--- src/rtl/gregorian_date_n_days_back_defines.svh ---
// Assertion macros for the date-subtract block.
`ifndef GREGORIAN_DATE_N_DAYS_BACK_DEFINES_SVH
`define GREGORIAN_DATE_N_DAYS_BACK_DEFINES_SVH

`ifndef ASSERT_OFF

`define GDATE_ASSERT_IMP(lbl, clk, rst_n, ante, cons) \
    lbl: assert property (@(posedge clk) disable iff (!(rst_n)) (ante) |-> (cons)) \
        else $error("gdate assertion failed");

`define GDATE_ASSERT_NXT(lbl, clk, rst_n, ante, cons) \
    lbl: assert property (@(posedge clk) disable iff (!(rst_n)) (ante) |=> (cons)) \
        else $error("gdate assertion failed");

`else

`define GDATE_ASSERT_IMP(lbl, clk, rst_n, ante, cons)
`define GDATE_ASSERT_NXT(lbl, clk, rst_n, ante, cons)

`endif

`endif

--- src/rtl/gdate_pkg.sv ---
// Types, constants, microcode table and calendar helpers for the date-subtract block.
package gdate_pkg;

    typedef enum logic [2:0] {
        UOP_NOP,
        UOP_LOAD,
        UOP_MUL,
        UOP_CHECK,
        UOP_STEP,
        UOP_EMIT
    } uop_t;

    typedef enum logic [2:0] {
        COND_ALWAYS,
        COND_REQ,
        COND_OK,
        COND_DONE,
        COND_OUT_FREE
    } cond_t;

    typedef logic [2:0] upc_t;

    localparam upc_t UPC_LOAD  = 3'd0;
    localparam upc_t UPC_MUL   = 3'd1;
    localparam upc_t UPC_CHECK = 3'd2;
    localparam upc_t UPC_STEP  = 3'd3;
    localparam upc_t UPC_EMIT  = 3'd4;

    typedef struct packed {
        uop_t  op;
        cond_t cond;
        upc_t  tgt;   // next step when cond holds
        upc_t  alt;   // next step otherwise
    } uword_t;

    typedef logic [4:0] mlen_t;

    localparam mlen_t MONTH_LEN [13] = '{
        5'd0, 5'd31, 5'd28, 5'd31, 5'd30, 5'd31, 5'd30,
        5'd31, 5'd31, 5'd30, 5'd31, 5'd30, 5'd31
    };

    localparam mlen_t      FEB_LEAP_LEN = 5'd29;
    localparam logic [3:0] FEBRUARY     = 4'd2;
    localparam logic [3:0] JANUARY      = 4'd1;
    localparam logic [3:0] DECEMBER     = 4'd12;
    localparam mlen_t      DEC_LEN      = 5'd31;

    // floor(y / 25) = (y * 5243) >> 17, exact for 14-bit y
    localparam logic [12:0] DIV25_MUL   = 13'd5243;
    localparam int          DIV25_SHIFT = 17;
    localparam logic [4:0]  RES25_MAX   = 5'd24;

    function automatic uword_t ucode_rom(upc_t pc);
        uword_t w;
        case (pc)
            UPC_LOAD:  w = '{UOP_LOAD,  COND_REQ,      UPC_MUL,   UPC_LOAD};
            UPC_MUL:   w = '{UOP_MUL,   COND_ALWAYS,   UPC_CHECK, UPC_CHECK};
            UPC_CHECK: w = '{UOP_CHECK, COND_OK,       UPC_STEP,  UPC_EMIT};
            UPC_STEP:  w = '{UOP_STEP,  COND_DONE,     UPC_EMIT,  UPC_STEP};
            UPC_EMIT:  w = '{UOP_EMIT,  COND_OUT_FREE, UPC_LOAD,  UPC_EMIT};
            default:   w = '{UOP_NOP,   COND_ALWAYS,   UPC_LOAD,  UPC_LOAD};
        endcase
        return w;
    endfunction

    // 4/100/400 rule from the low year bits and the year mod 25
    function automatic logic is_leap(logic [3:0] y_lo, logic [4:0] rem25);
        return (y_lo[1:0] == 2'd0) && ((rem25 != 5'd0) || (y_lo == 4'd0));
    endfunction

    function automatic mlen_t days_in(logic [3:0] m, logic leap);
        mlen_t r;
        if (m == FEBRUARY && leap) begin
            r = FEB_LEAP_LEN;
        end else if (m > DECEMBER) begin
            r = 5'd0;
        end else begin
            r = MONTH_LEN[m];
        end
        return r;
    endfunction

endpackage

--- src/rtl/gregorian_date_n_days_back.sv ---
// Gregorian date minus N days, microcoded sequencer with output register.
//
// Accepts a date and a day count, checks the date (month 1..12, day within
// the month under the 4/100/400 leap rule, year >= min_year) and returns the
// date days_back days earlier; an invalid date is returned as given with
// m_in_valid low, and a step past 1 January of year 0 saturates there with
// m_underflow high. The step counter runs a five-word control program, and
// its loop word, which an invalid date skips, walks back one month per cycle
// through subtracts and the month-length table.
// A new request is taken once the result has moved to the output register.
`include "gregorian_date_n_days_back_defines.svh"

module gregorian_date_n_days_back #(
    parameter int MAX_DAYS_BACK = 4095
) (
    input  logic        aclk,
    input  logic        aresetn,
    input  logic        cfg_wr_en,
    input  logic [13:0] cfg_wr_data,
    input  logic        s_valid,
    output logic        s_ready,
    input  logic [4:0]  s_day,
    input  logic [3:0]  s_month,
    input  logic [13:0] s_year,
    input  logic [11:0] s_days_back,
    output logic        m_valid,
    input  logic        m_ready,
    output logic [4:0]  m_out_day,
    output logic [3:0]  m_out_month,
    output logic [13:0] m_out_year,
    output logic        m_in_valid,
    output logic        m_underflow
);
    import gdate_pkg::*;

    localparam logic [16:0] MAX_N = 17'(MAX_DAYS_BACK);

    upc_t        pc_reg, pc_next;
    logic [13:0] min_year_reg;
    logic [4:0]  d_reg, d_next;
    logic [3:0]  m_reg, m_next;
    logic [13:0] y_reg, y_next;
    logic [11:0] n_reg, n_next;
    logic [4:0]  rem_reg, rem_next;
    logic [26:0] prod_reg, prod_next;
    logic        ok_reg, ok_next;
    logic        under_reg, under_next;
    logic        m_valid_reg, m_valid_next;
    logic [4:0]  od_reg, od_next;
    logic [3:0]  om_reg, om_next;
    logic [13:0] oy_reg, oy_next;
    logic        ook_reg, ook_next;
    logic        oun_reg, oun_next;

    uword_t      uw;
    logic        cond_c, ok_c, done_c, out_free;
    logic [9:0]  q25;
    logic [13:0] q25x;
    logic [13:0] diff;
    logic [4:0]  rem_c;
    logic [3:0]  m_dec;
    logic [4:0]  rem_dec;
    logic        out_floor;
    logic        out_month_ok;

    assign uw       = ucode_rom(pc_reg);
    assign out_free = !m_valid_reg || m_ready;
    assign s_ready  = (pc_reg == UPC_LOAD);

    assign q25   = prod_reg[DIV25_SHIFT +: 10];
    assign q25x  = 14'({q25, 4'b0}) + 14'({q25, 3'b0}) + 14'(q25);
    assign diff  = y_reg - q25x;
    assign rem_c = diff[4:0];
    assign ok_c  = (m_reg >= JANUARY) && (m_reg <= DECEMBER) && (d_reg != 5'd0)
                && (d_reg <= days_in(m_reg, is_leap(y_reg[3:0], rem_c)))
                && (y_reg >= min_year_reg);

    assign done_c  = (n_reg == 12'd0) || (n_reg < 12'(d_reg))
                  || (m_reg == JANUARY && y_reg == 14'd0);
    assign m_dec   = m_reg - 4'd1;
    assign rem_dec = (rem_reg == 5'd0) ? RES25_MAX : rem_reg - 5'd1;

    always_comb begin
        case (uw.cond)
            COND_ALWAYS:   cond_c = 1'b1;
            COND_REQ:      cond_c = s_valid;
            COND_OK:       cond_c = ok_c;
            COND_DONE:     cond_c = done_c;
            COND_OUT_FREE: cond_c = out_free;
            default:       cond_c = 1'b1;
        endcase
        pc_next = cond_c ? uw.tgt : uw.alt;
    end

    always_comb begin
        d_next       = d_reg;
        m_next       = m_reg;
        y_next       = y_reg;
        n_next       = n_reg;
        rem_next     = rem_reg;
        prod_next    = prod_reg;
        ok_next      = ok_reg;
        under_next   = under_reg;
        m_valid_next = m_valid_reg && !m_ready;
        od_next      = od_reg;
        om_next      = om_reg;
        oy_next      = oy_reg;
        ook_next     = ook_reg;
        oun_next     = oun_reg;
        case (uw.op)
            UOP_LOAD: begin
                if (s_valid) begin
                    d_next     = s_day;
                    m_next     = s_month;
                    y_next     = s_year;
                    n_next     = (17'(s_days_back) > MAX_N) ? MAX_N[11:0] : s_days_back;
                    ok_next    = 1'b0;
                    under_next = 1'b0;
                end
            end
            UOP_MUL: begin
                prod_next = 27'(y_reg) * 27'(DIV25_MUL);
            end
            UOP_CHECK: begin
                rem_next = rem_c;
                ok_next  = ok_c;
            end
            UOP_STEP: begin
                if (n_reg == 12'd0) begin
                    n_next = n_reg;
                end else if (n_reg < 12'(d_reg)) begin
                    d_next = d_reg - n_reg[4:0];
                    n_next = 12'd0;
                end else begin
                    n_next = n_reg - 12'(d_reg);
                    if (m_reg == JANUARY) begin
                        if (y_reg == 14'd0) begin
                            d_next     = 5'd1;
                            m_next     = JANUARY;
                            n_next     = 12'd0;
                            under_next = 1'b1;
                        end else begin
                            y_next   = y_reg - 14'd1;
                            rem_next = rem_dec;
                            m_next   = DECEMBER;
                            d_next   = DEC_LEN;
                        end
                    end else begin
                        m_next = m_dec;
                        d_next = days_in(m_dec, is_leap(y_reg[3:0], rem_reg));
                    end
                end
            end
            UOP_EMIT: begin
                if (out_free) begin
                    m_valid_next = 1'b1;
                    od_next      = d_reg;
                    om_next      = m_reg;
                    oy_next      = y_reg;
                    ook_next     = ok_reg;
                    oun_next     = under_reg;
                end
            end
            default: begin
                ok_next = ok_reg;
            end
        endcase
    end

    always_ff @(posedge aclk) begin
        if (!aresetn) begin
            pc_reg       <= UPC_LOAD;
            m_valid_reg  <= 1'b0;
            min_year_reg <= 14'd2020;
        end else begin
            pc_reg      <= pc_next;
            m_valid_reg <= m_valid_next;
            if (cfg_wr_en) begin
                min_year_reg <= cfg_wr_data;
            end
        end
    end

    always_ff @(posedge aclk) begin
        d_reg     <= d_next;
        m_reg     <= m_next;
        y_reg     <= y_next;
        n_reg     <= n_next;
        rem_reg   <= rem_next;
        prod_reg  <= prod_next;
        ok_reg    <= ok_next;
        under_reg <= under_next;
        od_reg    <= od_next;
        om_reg    <= om_next;
        oy_reg    <= oy_next;
        ook_reg   <= ook_next;
        oun_reg   <= oun_next;
    end

    assign m_valid     = m_valid_reg;
    assign m_out_day   = od_reg;
    assign m_out_month = om_reg;
    assign m_out_year  = oy_reg;
    assign m_in_valid  = ook_reg;
    assign m_underflow = oun_reg;

    assign out_floor    = (m_out_day == 5'd1) && (m_out_month == JANUARY)
                       && (m_out_year == 14'd0);
    assign out_month_ok = (m_out_month >= JANUARY) && (m_out_month <= DECEMBER)
                       && (m_out_day != 5'd0);

    `GDATE_ASSERT_NXT(a_req_starts_program, aclk, aresetn, s_valid && s_ready, pc_reg == UPC_MUL)
    `GDATE_ASSERT_IMP(a_rem_in_range, aclk, aresetn, pc_reg == UPC_STEP, rem_reg <= RES25_MAX)
    `GDATE_ASSERT_IMP(a_under_needs_ok, aclk, aresetn, m_valid && m_underflow, m_in_valid)
    `GDATE_ASSERT_IMP(a_under_saturates, aclk, aresetn, m_valid && m_underflow, out_floor)
    `GDATE_ASSERT_IMP(a_valid_month, aclk, aresetn, m_valid && m_in_valid, out_month_ok)

endmodule
--- config.mk ---
export PLATFORM = sky130hd
export DESIGN_NAME = gregorian_date_n_days_back
export DESIGN_NICKNAME = d
export VERILOG_FILES = /design/src/rtl/gdate_pkg.sv /design/src/rtl/gregorian_date_n_days_back.sv
export VERILOG_INCLUDE_DIRS = /design/src /design/src/rtl
export SDC_FILE = /design/constraint.sdc
export NUM_CORES = 1
export LEC_CHECK = 0
export ABC_CLOCK_PERIOD_IN_PS = 6500
export BUFFER_PORTS_ARGS = -buffer_cell sky130_fd_sc_hd__buf_2
export CAP_MARGIN = 25
export CORE_MARGIN = 5
export CORE_UTILIZATION = 40
export DETAILED_ROUTE_END_ITERATION = 6
export SYNTH_ARGS = -nofsm -noshare
export SYNTH_HDL_FRONTEND = slang
export SYNTH_SLANG_ARGS = --single-unit
--- constraint.sdc ---
create_clock -name aclk -period 6.5 [get_ports aclk]
set_input_delay 0.975 -clock aclk [delete_from_list [all_inputs] [get_ports aclk]]
set_output_delay 0.975 -clock aclk [all_outputs]
set_load 0.005 [all_outputs]
==> out/metrics.yaml, run 1 <==
final_layout:
  postLayoutCoreUtil: 0.453
  syn_to_final_growth_pct: 12.1
  drive_gt1_frac: 0.125
  final_net_count: 1121
  diodes: 0
sta:
  period_minus_slack_ns: 4.86
  tightest_slew_ns: 1.03
  post-route-period-util: 0.747
  finalMaxSlewViolations: 0
  tns_ns: 0
  rsz0062_at_grt: "false"
  finClkSkew_ns: 0.0114
  slew_headroom: 0.313
  hold_violations: 0
  fmax_mhz: 206
  setup_viol: 0
clock_tree:
  postCtsHoldBufs: 0
  cts_made_buffers: 9
  clock-sinks: 90
  clock_latency_ns: 0.35
  postCtsSetupBuffers: 0
  cts-resized-gates: 0
  tritoncts: "yes"
  htreeDepth: 3
  clk_pin_slew_ns: 0.07
  clockBufferDepth: 2
  root_buffer: "clkbuf_16"
global_routing:
  gr-max-usage-layer: "met2"
  grt_pass1_vias: 5862
  grtUsageMet2: 0.261
  grt_util_met3: 0.0244
  grt_max_degree: 62
  met1_usage: 0.241
  antenna_found_initial: 0
  grt_first_pass_wirelength_um: 31000
  overflow: 0
  grt_usage: 0.166
logic_synthesis:
  netlist_area_um2: 8150
  synth_largest_area_cell: "edfxtp_1"
  synth-xor-area-share: 0.0505
  ys.flop_type: "edfxtp_1"
  syn_avg_cell_area_um2: 10.3
  synth_top_area_share: 0.265
  ys_seq_area_frac: 0.309
  syn_nets: 1042
  synth_top_family_by_area: "adder cells"
  ys_warn_count: 0
  synth.most_common_cell: "inv_1"
  synthTopCellsByArea: "edfxtp_1 (27%), ha_1 (20%), fa_1 (16%)"
  ys_types: 57
  synth_commonest_cells: "inv_1 (150), ha_1 (133), edfxtp_1 (72), fa_1 (65), nand2_1 (64)"
  synth_cells: 790
  synth_fa_ha_area_frac: 0.364
  synth.area.mux_share: 0.00859
  yosys.area_share.simple: 0.0939
  synth_compound_area_frac: 0.0962
  ys_ff_latch: 90
  synth_edf_count: 72
  ys_async_sr_fraction: 0
die:
  die_y_um: 153
  start_util: 0.404
  die_w_um: 153
  die_area_um2: 23300
  rows: 52
  core_area_um2: 20200
  pin_count: 81
place:
  portBuffers: 80
  gp_congestion: 0.883
  post-dp-hpwl_um: 15300
setup_path:
  cp_max_fo: 9
  cp.required_ns: 6.60
  start_kind: "register"
  cp.arrival_ns: 4.96
  cp-end-kind: "register"
  worstSetupPathType: "reg2reg"
detailed_routing:
  ant_nets: 0
  drt_iter0_markers: 270
  drt-pass1-iter-count: 4
  wl_um: 18500
  drc: 0
  drt-wirelength-per-cell_um: 16.2
  dr_total_vias: 5674
  via_per_inst: 4.96
run:
  cap_violations: 0
hold_path:
  min_path_type: "reg2reg"
power_and_ir_drop:
  pwr_density_cell_nw_per_um2: 516
  p_leak_nw: 4.28
  peakVddDrop_uv: 429
status:
  status: "finished clean"
-- final timing paths --
check,startpoint,end,slack (ns),cells after the start
hold / removal,ok_reg$_SDFFCE_PN0P_,m_in_valid$_DFFE_PP_,0.42,0
setup reg to reg,y_reg[8]$_DFFE_PP_,prod_reg[21]$_DFFE_PN_,1.64,16
hold reg to reg,ok_reg$_SDFFCE_PN0P_,m_in_valid$_DFFE_PP_,0.42,0
setup / recovery,y_reg[8]$_DFFE_PP_,prod_reg[21]$_DFFE_PN_,1.64,16
-- cell usage in the layout, fill, tap and decap left out, drive strengths merged, types with 3 or more instances in the layout --
| master | synthesis | routed |
|---|---|---|
| buf | 8 | 83 |
| nor2b | 6 | 6 |
| nor3 | 12 | 12 |
| mux2i | 7 | 7 |
| xor2 | 7 | 7 |
| a2111oi | 3 | 3 |
| nand2 | 64 | 64 |
| nor4 | 4 | 4 |
| o31ai | 3 | 3 |
| o21ai | 50 | 50 |
| clkbuf | 7 | 11 |
| fa | 65 | 65 |
| a21oi | 28 | 28 |
| o211ai | 8 | 8 |
| a21o | 5 | 5 |
| o22ai | 3 | 3 |
| xnor2 | 40 | 40 |
| nand4 | 9 | 9 |
| ha | 133 | 133 |
| nand2b | 8 | 8 |
| a21boi | 3 | 3 |
| nand3 | 12 | 12 |
| edfxtp | 72 | 72 |
| inv | 150 | 153 |
| a31oi | 3 | 3 |
| dfxtp | 18 | 18 |
| a211oi | 5 | 5 |
| nor2 | 27 | 27 |
| clkinv | 1 | 3 |
-- cells by family (layout without fill, tap and decap cells) --
family,Yosys count,in the layout
muxes,7,7
xor gates and xnor gates,47,47
and+or+nand+nor,156,156
DFF,90,90
adders and majority gates,198,198
AOI/OAI and AO/OA,126,126
buffers and inverters,166,250
-- through the flow --
stage | hold slack, ns | setup WS [ns] | total power [mW] | instances | area, um2
after CTS | 0.423 | 1.59 | 4.80 | 1144 | 9140
after detailed placement | 0.406 | 1.64 | 4.24 | 1128 | 8850
after floorplan | 0.400 | 1.94 | 3.46 | 790 | 8150
after global routing | 0.432 | 1.30 | 5.40 | 1144 | 9140
final | 0.420 | 1.64 | 4.72 | 1144 | 9140
after global placement | 0.401 | 1.66 | 4.20 | 1128 | 8850
-- power by group --
group	switching (mW)	internal (mW)
Combinational	1.79	1.48
Sequential	0.0982	0.813
Clock	0.239	0.289
-- critical path, stage by stage, from the launching register on --
cell	delay, ns
edfxtp_1	0.59
ha_1	0.40
inv_1	0.06
fa_1	0.50
inv_1	0.05
fa_1	0.49
inv_1	0.05
fa_1	0.46
fa_1	0.56
inv_1	0.05
ha_1	0.29
o21ai_0	0.16
nor2_1	0.08
a2111oi_2	0.41
o31ai_1	0.16
a21oi_1	0.21
xnor2_1	0.08
-- per-layer routing --
metal / wire (um) / share of wire / vias to the layer above
met3: 653 / 0.035 / 24
met4: 297 / 0.016 / 0
met1: 9130 / 0.49 / 2724
met5: 0 / 0 / -
li1: - / - / 2823
met2: 8420 / 0.45 / 103
-- area by class of cell --
class / instances / area, um2
Tap cell: 270 / 338
Clock buffer: 11 / 258
Timing Repair Buffer: 83 / 423
Sequential cell: 90 / 2520
Inverter: 151 / 567
Multi-Input combinational cell: 534 / 5000
Clock inverter: 5 / 33.8
Fill cell: 1911 / 11000
(Power assumes the default switching activity.)
==> run 2: changes to the inputs <==
--- a/config.mk
+++ b/config.mk
@@ -6,7 +6,8 @@
 export SDC_FILE = /design/constraint.sdc
 export NUM_CORES = 1
 export LEC_CHECK = 0
-export ABC_CLOCK_PERIOD_IN_PS = 6500
+export ABC_AREA = 1
+export ABC_CLOCK_PERIOD_IN_PS = 5000
 export BUFFER_PORTS_ARGS = -buffer_cell sky130_fd_sc_hd__buf_2
 export CAP_MARGIN = 25
 export CORE_MARGIN = 5
==> constraint.sdc (replaced) <==
create_clock -name aclk -period 5 [get_ports aclk]
set_input_delay 0.75 -clock aclk [delete_from_list [all_inputs] [get_ports aclk]]
set_output_delay 0.75 -clock aclk [all_outputs]
set_load 0.005 [all_outputs]
==> run 2 against run 1 <==
Net effect: maximum frequency up 8.2%; global-route usage increased by 0.12 points; first-iteration DRC count increased by 24%; synthesized cell count increased by 18%; clock-buffer cell count shrank 1; critical path type unchanged; sequential cell count is the same; critical path depth is 1 lower; register-to-register slack lost 1.1 ns; setup slack lost 1.1 ns.
==> out/metrics.yaml, run 2 <==
detailed_routing:
  dr_total_vias: 6204  # +9.3%
  drt-pass1-iter-count: 5  # +1
  ant_nets: 0  # unchanged
  drc: 0  # unchanged
  drt-wirelength-per-cell_um: 14.9  # -7.8%
  wl_um: 19400  # +4.8%
  via_per_inst: 4.77  # -3.8%
  drt_iter0_markers: 334  # +24%
sta:
  tns_ns: 0  # unchanged
  hold_violations: 0  # unchanged
  post-route-period-util: 0.898  # +0.151
  rsz0062_at_grt: "false"
  tightest_slew_ns: 1.00  # -0.0243 ns
  slew_headroom: 0.325  # +0.0125
  setup_viol: 0  # unchanged
  period_minus_slack_ns: 4.49  # -0.366 ns
  fmax_mhz: 223  # +8.2%
  finalMaxSlewViolations: 0  # unchanged
  finClkSkew_ns: 0.0145  # +0.00309 ns
logic_synthesis:
  ys_ff_latch: 90  # unchanged
  netlist_area_um2: 8540  # +4.8%
  synth_largest_area_cell: "edfxtp_1"
  synth_edf_count: 72  # unchanged
  synth_top_area_share: 0.253  # -0.0121
  ys_warn_count: 0  # unchanged
  syn_nets: 1186  # +14%
  ys.flop_type: "edfxtp_1"
  ys_types: 43  # -25%
  synth.most_common_cell: "inv_1"
  ys_async_sr_fraction: 0  # unchanged
  syn_avg_cell_area_um2: 9.15  # -11%
  synth_cells: 934  # +18%
  ys_seq_area_frac: 0.295  # -0.0141
  synth_commonest_cells: "inv_1 (190), nand2_1 (151), ha_1 (133), edfxtp_1 (72), fa_1 (65)"
  synthTopCellsByArea: "edfxtp_1 (25%), ha_1 (19%), fa_1 (15%)"
status:
  status: "finished clean"
clock_tree:
  postCtsSetupBuffers: 0  # unchanged
  htreeDepth: 3  # unchanged
  tritoncts: "yes"
  postCtsHoldBufs: 0  # unchanged
  cts_made_buffers: 9  # unchanged
  clk_pin_slew_ns: 0.08  # about the same
  cts-resized-gates: 0  # unchanged
  root_buffer: "clkbuf_16"
  clock_latency_ns: 0.36  # about the same
  clockBufferDepth: 2  # unchanged
  clock-sinks: 90  # unchanged
global_routing:
  grt_usage: 0.167  # +0.00120
  grt_first_pass_wirelength_um: 32200  # +3.9%
  overflow: 0  # unchanged
  grt_pass1_vias: 6310  # +7.6%
  grt_max_degree: 52  # -16%
  antenna_found_initial: 0  # unchanged
final_layout:
  diodes: 0  # unchanged
  n_fill_cell: 2018  # +5.6%
  layoutNonFillerInstCount: 1300  # +14%
  syn_to_final_growth_pct: 12.3
  final_net_count: 1272  # +13%
  most-common-layout-cells: "inv_1 (190), nand2_1 (151), ha_1 (133), buf_2 (80), edfxtp_1 (72)"
  layout_commonest_cell: "inv_1"
  final_area_um2: 9600  # +5.0%
  drive_gt1_frac: 0.138  # +0.0128
die:
  start_util: 0.406  # +0.00218
  die_area_um2: 24400  # +4.5%
  rows: 53  # +1.9%
  die_y_um: 156  # +2.2%
  die_w_um: 156  # +2.2%
  core_area_um2: 21000  # +4.2%
  pin_count: 81  # unchanged
setup_path:
  cp_max_fo: 9  # unchanged
  worstSetupPathType: "reg2reg"
  cp-end-kind: "register"
  r2r_cells: 15  # -1
  cp.arrival_ns: 4.59  # -0.37 ns
  start_kind: "register"
  cp.required_ns: 5.10  # -1.50 ns
place:
  place_area_um2: 9280  # +4.8%
  dp.cells: 1284  # +14%
  gp_congestion: 0.878  # -0.57%
  portBuffers: 80  # unchanged
  post-dp-hpwl_um: 16300  # +6.3%
hold_path:
  min_path_cells: 0  # unchanged
  min_path_type: "reg2reg"
run:
  cap_violations: 0  # unchanged
==> run 2: changes by cell type after synthesis, sizes merged, moves of 7 or more <==
| cell | change |
|---|---|
| nand3 | +19 |
| xnor2 | -28 |
| inv | +49 |
| nor2 | +27 |
| o21ai | +10 |
| mux2i | -7 |
| nand2b | -8 |
| a21oi | +24 |
| xor2 | +21 |
| nand2 | +95 |
==> run 2: area by class of cell <==
type | instances | area (um2) | share of cell area
repair buffers | 87 | 460 | 0.0480
inverters | 199 | 747 | 0.0778
well taps | 275 | 344 | 0.0358
multi-input cells | 633 | 5200 | 0.542
clock buffers | 10 | 250 | 0.0261
flip-flops and latches | 90 | 2520 | 0.263
clock inverters | 6 | 70.1 | 0.00730
==> run 2: kinds of logic (layout without fill, tap and decap cells) <==
logic type	count (synthesis)	in the layout	share of synthesized area
flops	90	90	0.295
fa+ha+maj	198	198	0.347
compound gates	127	127	0.0843
xor+xnor	40	40	0.0410
buf+inv	211	302	0.0956
simple gates	268	268	0.137
==> run 2: path summary, 6_finish.rpt <==
kind	to	startpoint	slack, ns
max	prod_reg[21]$_DFFE_PN_	y_reg[10]$_DFFE_PP_	0.51
min	m_in_valid$_DFFE_PP_	ok_reg$_SDFFCE_PN0P_	0.43
max reg2reg	prod_reg[21]$_DFFE_PN_	y_reg[10]$_DFFE_PP_	0.51
min reg2reg	m_in_valid$_DFFE_PP_	ok_reg$_SDFFCE_PN0P_	0.43
==> run 2: routing by layer <==
layer  part of all wire  wire length (um)  vias to the layer above  GRT usage
met2               0.45              8650                      110      0.256
met3              0.047               917                       18     0.0291
li1                   -                 -                     3173          -
met5                  0                 0                        -          0
met4              0.017               338                        0     0.0463
met1               0.49              9480                     2903      0.243
==> run 2: critical path, stage by stage (launching register included) <==
cell and delay [ns]:
edfxtp_1 0.59, ha_1 0.40, inv_1 0.06, fa_1 0.52, inv_1 0.06, fa_1 0.51
inv_1 0.05, fa_1 0.46, fa_1 0.55, inv_1 0.05, ha_1 0.31, nand2_1 0.11
o21ai_0 0.13, o21ai_0 0.18, nand3_1 0.10, xor2_1 0.15
==> run 2: metrics by stage <==
stage	util	hold WS (ns)	worst slack [ns]
6_report	0.457	0.432	0.509
5_1_grt	0.457	0.435	0.200
4_1_cts	0.457	0.433	0.480
3_5_place_dp	0.441	0.416	0.507
3_3_place_gp	0.441	0.402	0.598
2_1_floorplan	-	0.400	0.822
Power of run 2 is left out: the tool's default activity adds up to more than one toggle a clock period on the data nets, which glitch-free logic cannot reach.
==> run 3: changes to the inputs <==
--- a/config.mk
+++ b/config.mk
@@ -10,9 +10,12 @@
 export ABC_CLOCK_PERIOD_IN_PS = 5000
 export BUFFER_PORTS_ARGS = -buffer_cell sky130_fd_sc_hd__buf_2
 export CAP_MARGIN = 25
+export CELL_PAD_IN_SITES_DETAIL_PLACEMENT = 0
+export CELL_PAD_IN_SITES_GLOBAL_PLACEMENT = 2
 export CORE_MARGIN = 5
-export CORE_UTILIZATION = 40
+export CORE_UTILIZATION = 38
 export DETAILED_ROUTE_END_ITERATION = 6
+export PLACE_DENSITY_LB_ADDON = 0.1
 export SYNTH_ARGS = -nofsm -noshare
 export SYNTH_HDL_FRONTEND = slang
 export SYNTH_SLANG_ARGS = --single-unit
==> run 3 against run 2 <==
Net effect: via count decreased by 1.7%; clock skew decreased by 0.0015 ns; highest routed layer unchanged; sequential share of layout area about the same; critical endpoint is now prod_reg[20]$_DFFE_PN_; critical path type unchanged; non-clock buffer count increased by 1; global-route usage increased by 0.14 points; maximum frequency decreased by 3.2%; core utilization decreased by 2.0 points; final area about the same; register-to-register slack got worse by 0.15 ns; setup slack got worse by 0.15 ns.
==> out/metrics.yaml, run 3 (synthesis gave the netlist of run 2 again) <==
final_layout:
  syn_to_final_growth_pct: 12.3  # about the same
  final_net_count: 1273  # +0.079%
  most-common-layout-cells: "inv_1 (190), nand2_1 (151), ha_1 (133), buf_2 (81), edfxtp_1 (72)"
  drive_gt1_frac: 0.138  # +0.000841
  layout_commonest_cell: "inv_1"
  multi_input_area_um2: 5200  # unchanged
  n_fill_cell: 2222  # +10%
  diodes: 0  # unchanged
  seq_area_um2: 2520  # unchanged
sta:
  setup_viol: 0  # unchanged
  rsz0062_at_grt: "false"
  slew_headroom: 0.421  # +0.0955
  hold_violations: 0  # unchanged
  fmax_mhz: 216  # -3.2%
  finClkSkew_ns: 0.0130  # -0.00153 ns
  tns_ns: 0  # unchanged
  postLayoutSetupSlackWorst_ns: 0.363  # -0.146 ns
  finalMaxSlewViolations: 0  # unchanged
  period_minus_slack_ns: 4.64  # +0.146 ns
  post-route-period-util: 0.927  # +0.0293
  tightest_slew_ns: 0.867  # -0.137 ns
setup_path:
  rrSetupSlack_ns: 0.36  # -0.15 ns
  r2r_cells: 23  # +8
  start_kind: "register"
  worstSetupPathType: "reg2reg"
  cp_max_fo: 8  # -1
  cp-end-kind: "register"
  r2r_end: "prod_reg[20]$_DFFE_PN_"
  path_buf_inv: 6  # +2
  cp_top_family: "adder cells"
  cp.arrival_ns: 4.76  # +0.17 ns
  critPathMaxStageDelay_ns: 0.59  # about the same
  crit_top_cell: "nand2_1"
  reg2reg_from: "y_reg[3]$_DFFE_PP_"
  worstPathCellList: "inv_1, fa_1, inv_1, ha_1, inv_1, fa_1, inv_1, ha_1, inv_1, fa_1, inv_1, ha_1, a21o_1, nor2_1, nand2_1, nand2_1, nand2_1, nand2_1, nand2_1, nand2_1, nand2_1, nand2_1, nand2_1"
  cp.required_ns: 5.12  # +0.02 ns
  critical-path-slowest-cell: "edfxtp_1"
detailed_routing:
  via_per_inst: 4.67  # -2.1%
  dr_total_vias: 6100  # -1.7%
  drt-wirelength-per-cell_um: 15.8  # +5.8%
  wl_um: 20600  # +6.3%
  ant_nets: 0  # unchanged
  drc: 0  # unchanged
  drt_iter0_markers: 282  # -16%
  drt-pass1-iter-count: 4  # -1
clock_tree:
  tritoncts: "yes"
  postCtsHoldBufs: 0  # unchanged
  htreeDepth: 3  # unchanged
  clockBufferDepth: 2  # unchanged
  postCtsSetupBuffers: 0  # unchanged
  cts_made_buffers: 9  # unchanged
  clock-sinks: 90  # unchanged
  clock_latency_ns: 0.36  # about the same
  root_buffer: "clkbuf_16"
  clk_pin_slew_ns: 0.08  # about the same
  cts-resized-gates: 0  # unchanged
die:
  die_area_um2: 25600  # +4.9%
  die_w_um: 160  # +2.4%
  start_util: 0.389  # -0.0173
  die_y_um: 160  # +2.4%
  rows: 54  # +1.9%
  core_area_um2: 22000  # +4.5%
  pin_count: 81  # unchanged
place:
  post-dp-hpwl_um: 17300  # +6.4%
  pre_cts_ws_ns: 0.380  # -0.127 ns
  portBuffers: 80  # unchanged
  gp_congestion: 0.834  # -5.0%
hold_path:
  min_path_cells: 0  # unchanged
  hold_path.startpoint: "ok_reg$_SDFFCE_PN0P_"
  min_path_type: "reg2reg"
  min_to: "m_in_valid$_DFFE_PP_"
run:
  cap_violations: 0  # unchanged
global_routing:
  grt_max_degree: 52  # unchanged
  gr-max-usage-layer: "met1"
  grtUsageMet2: 0.250  # -0.00592
  grt_usage: 0.168  # +0.00140
  met1_usage: 0.262  # +0.0187
  grt_util_met3: 0.0258  # -0.00335
  antenna_found_initial: 0  # unchanged
  grt_first_pass_wirelength_um: 34500  # +7.1%
  overflow: 0  # unchanged
  grt_pass1_vias: 6398  # +1.4%
status:
  status: "finished clean"
-- run 3: routing by layer --
| metal | vias to the layer above | routed length [um] |
|---|---|---|
| met1 | 2803 | 11100 |
| met2 | 96 | 8630 |
| met4 | 0 | 193 |
| li1 | 3185 | - |
| met5 | - | 0 |
| met3 | 16 | 699 |
-- run 3: final cells by class --
type	count	share of cell area
multi-input cells	633	0.542
flip-flops and latches	90	0.263
inverters	199	0.0778
repair buffers	88	0.0485
well taps	280	0.0365
clock buffers	9	0.0235
clock inverters	7	0.00847
-- run 3: metrics by stage --
stage,util,std cells,cell area (um2),hold slack [ns]
2_1_floorplan,-,934,8540,0.400
3_3_place_gp,0.422,1287,9260,0.403
3_5_place_dp,0.422,1288,9270,0.407
4_1_cts,0.436,1304,9580,0.423
5_1_grt,0.437,1306,9600,0.428
6_report,0.437,1306,9600,0.427
-- run 3: worst max-delay path by stage --
| stage | slack, ns | end | start | depth (start not counted) |
|---|---|---|---|---|
| floorplan | 0.82 | prod_reg[21]$_DFFE_PN_ | y_reg[10]$_DFFE_PP_ | 17 |
| detailed placement | 0.38 | prod_reg[20]$_DFFE_PN_ | y_reg[3]$_DFFE_PP_ | 23 |
| finish | 0.36 | prod_reg[20]$_DFFE_PN_ | y_reg[3]$_DFFE_PP_ | 23 |
| global route | 0.03 | prod_reg[20]$_DFFE_PN_ | y_reg[3]$_DFFE_PP_ | 23 |
| global placement | 0.36 | prod_reg[20]$_DFFE_PN_ | y_reg[3]$_DFFE_PP_ | 23 |
| CTS | 0.35 | prod_reg[20]$_DFFE_PN_ | y_reg[3]$_DFFE_PP_ | 23 |
-- run 3: worst reg2reg max path, stage by stage (launching register included) --
cell      delay (ns)
edfxtp_1        0.59
inv_1           0.33
fa_1            0.47
inv_1           0.07
ha_1            0.13
inv_1           0.05
fa_1            0.57
inv_1           0.05
ha_1            0.27
inv_1           0.05
fa_1            0.53
inv_1           0.05
ha_1            0.33
a21o_1          0.19
nor2_1          0.16
nand2_1         0.10
nand2_1         0.07
nand2_1         0.05
nand2_1         0.05
nand2_1         0.07
nand2_1         0.08
nand2_1         0.05
nand2_1         0.05
nand2_1         0.05
Power of run 3 is left out for the same reason.
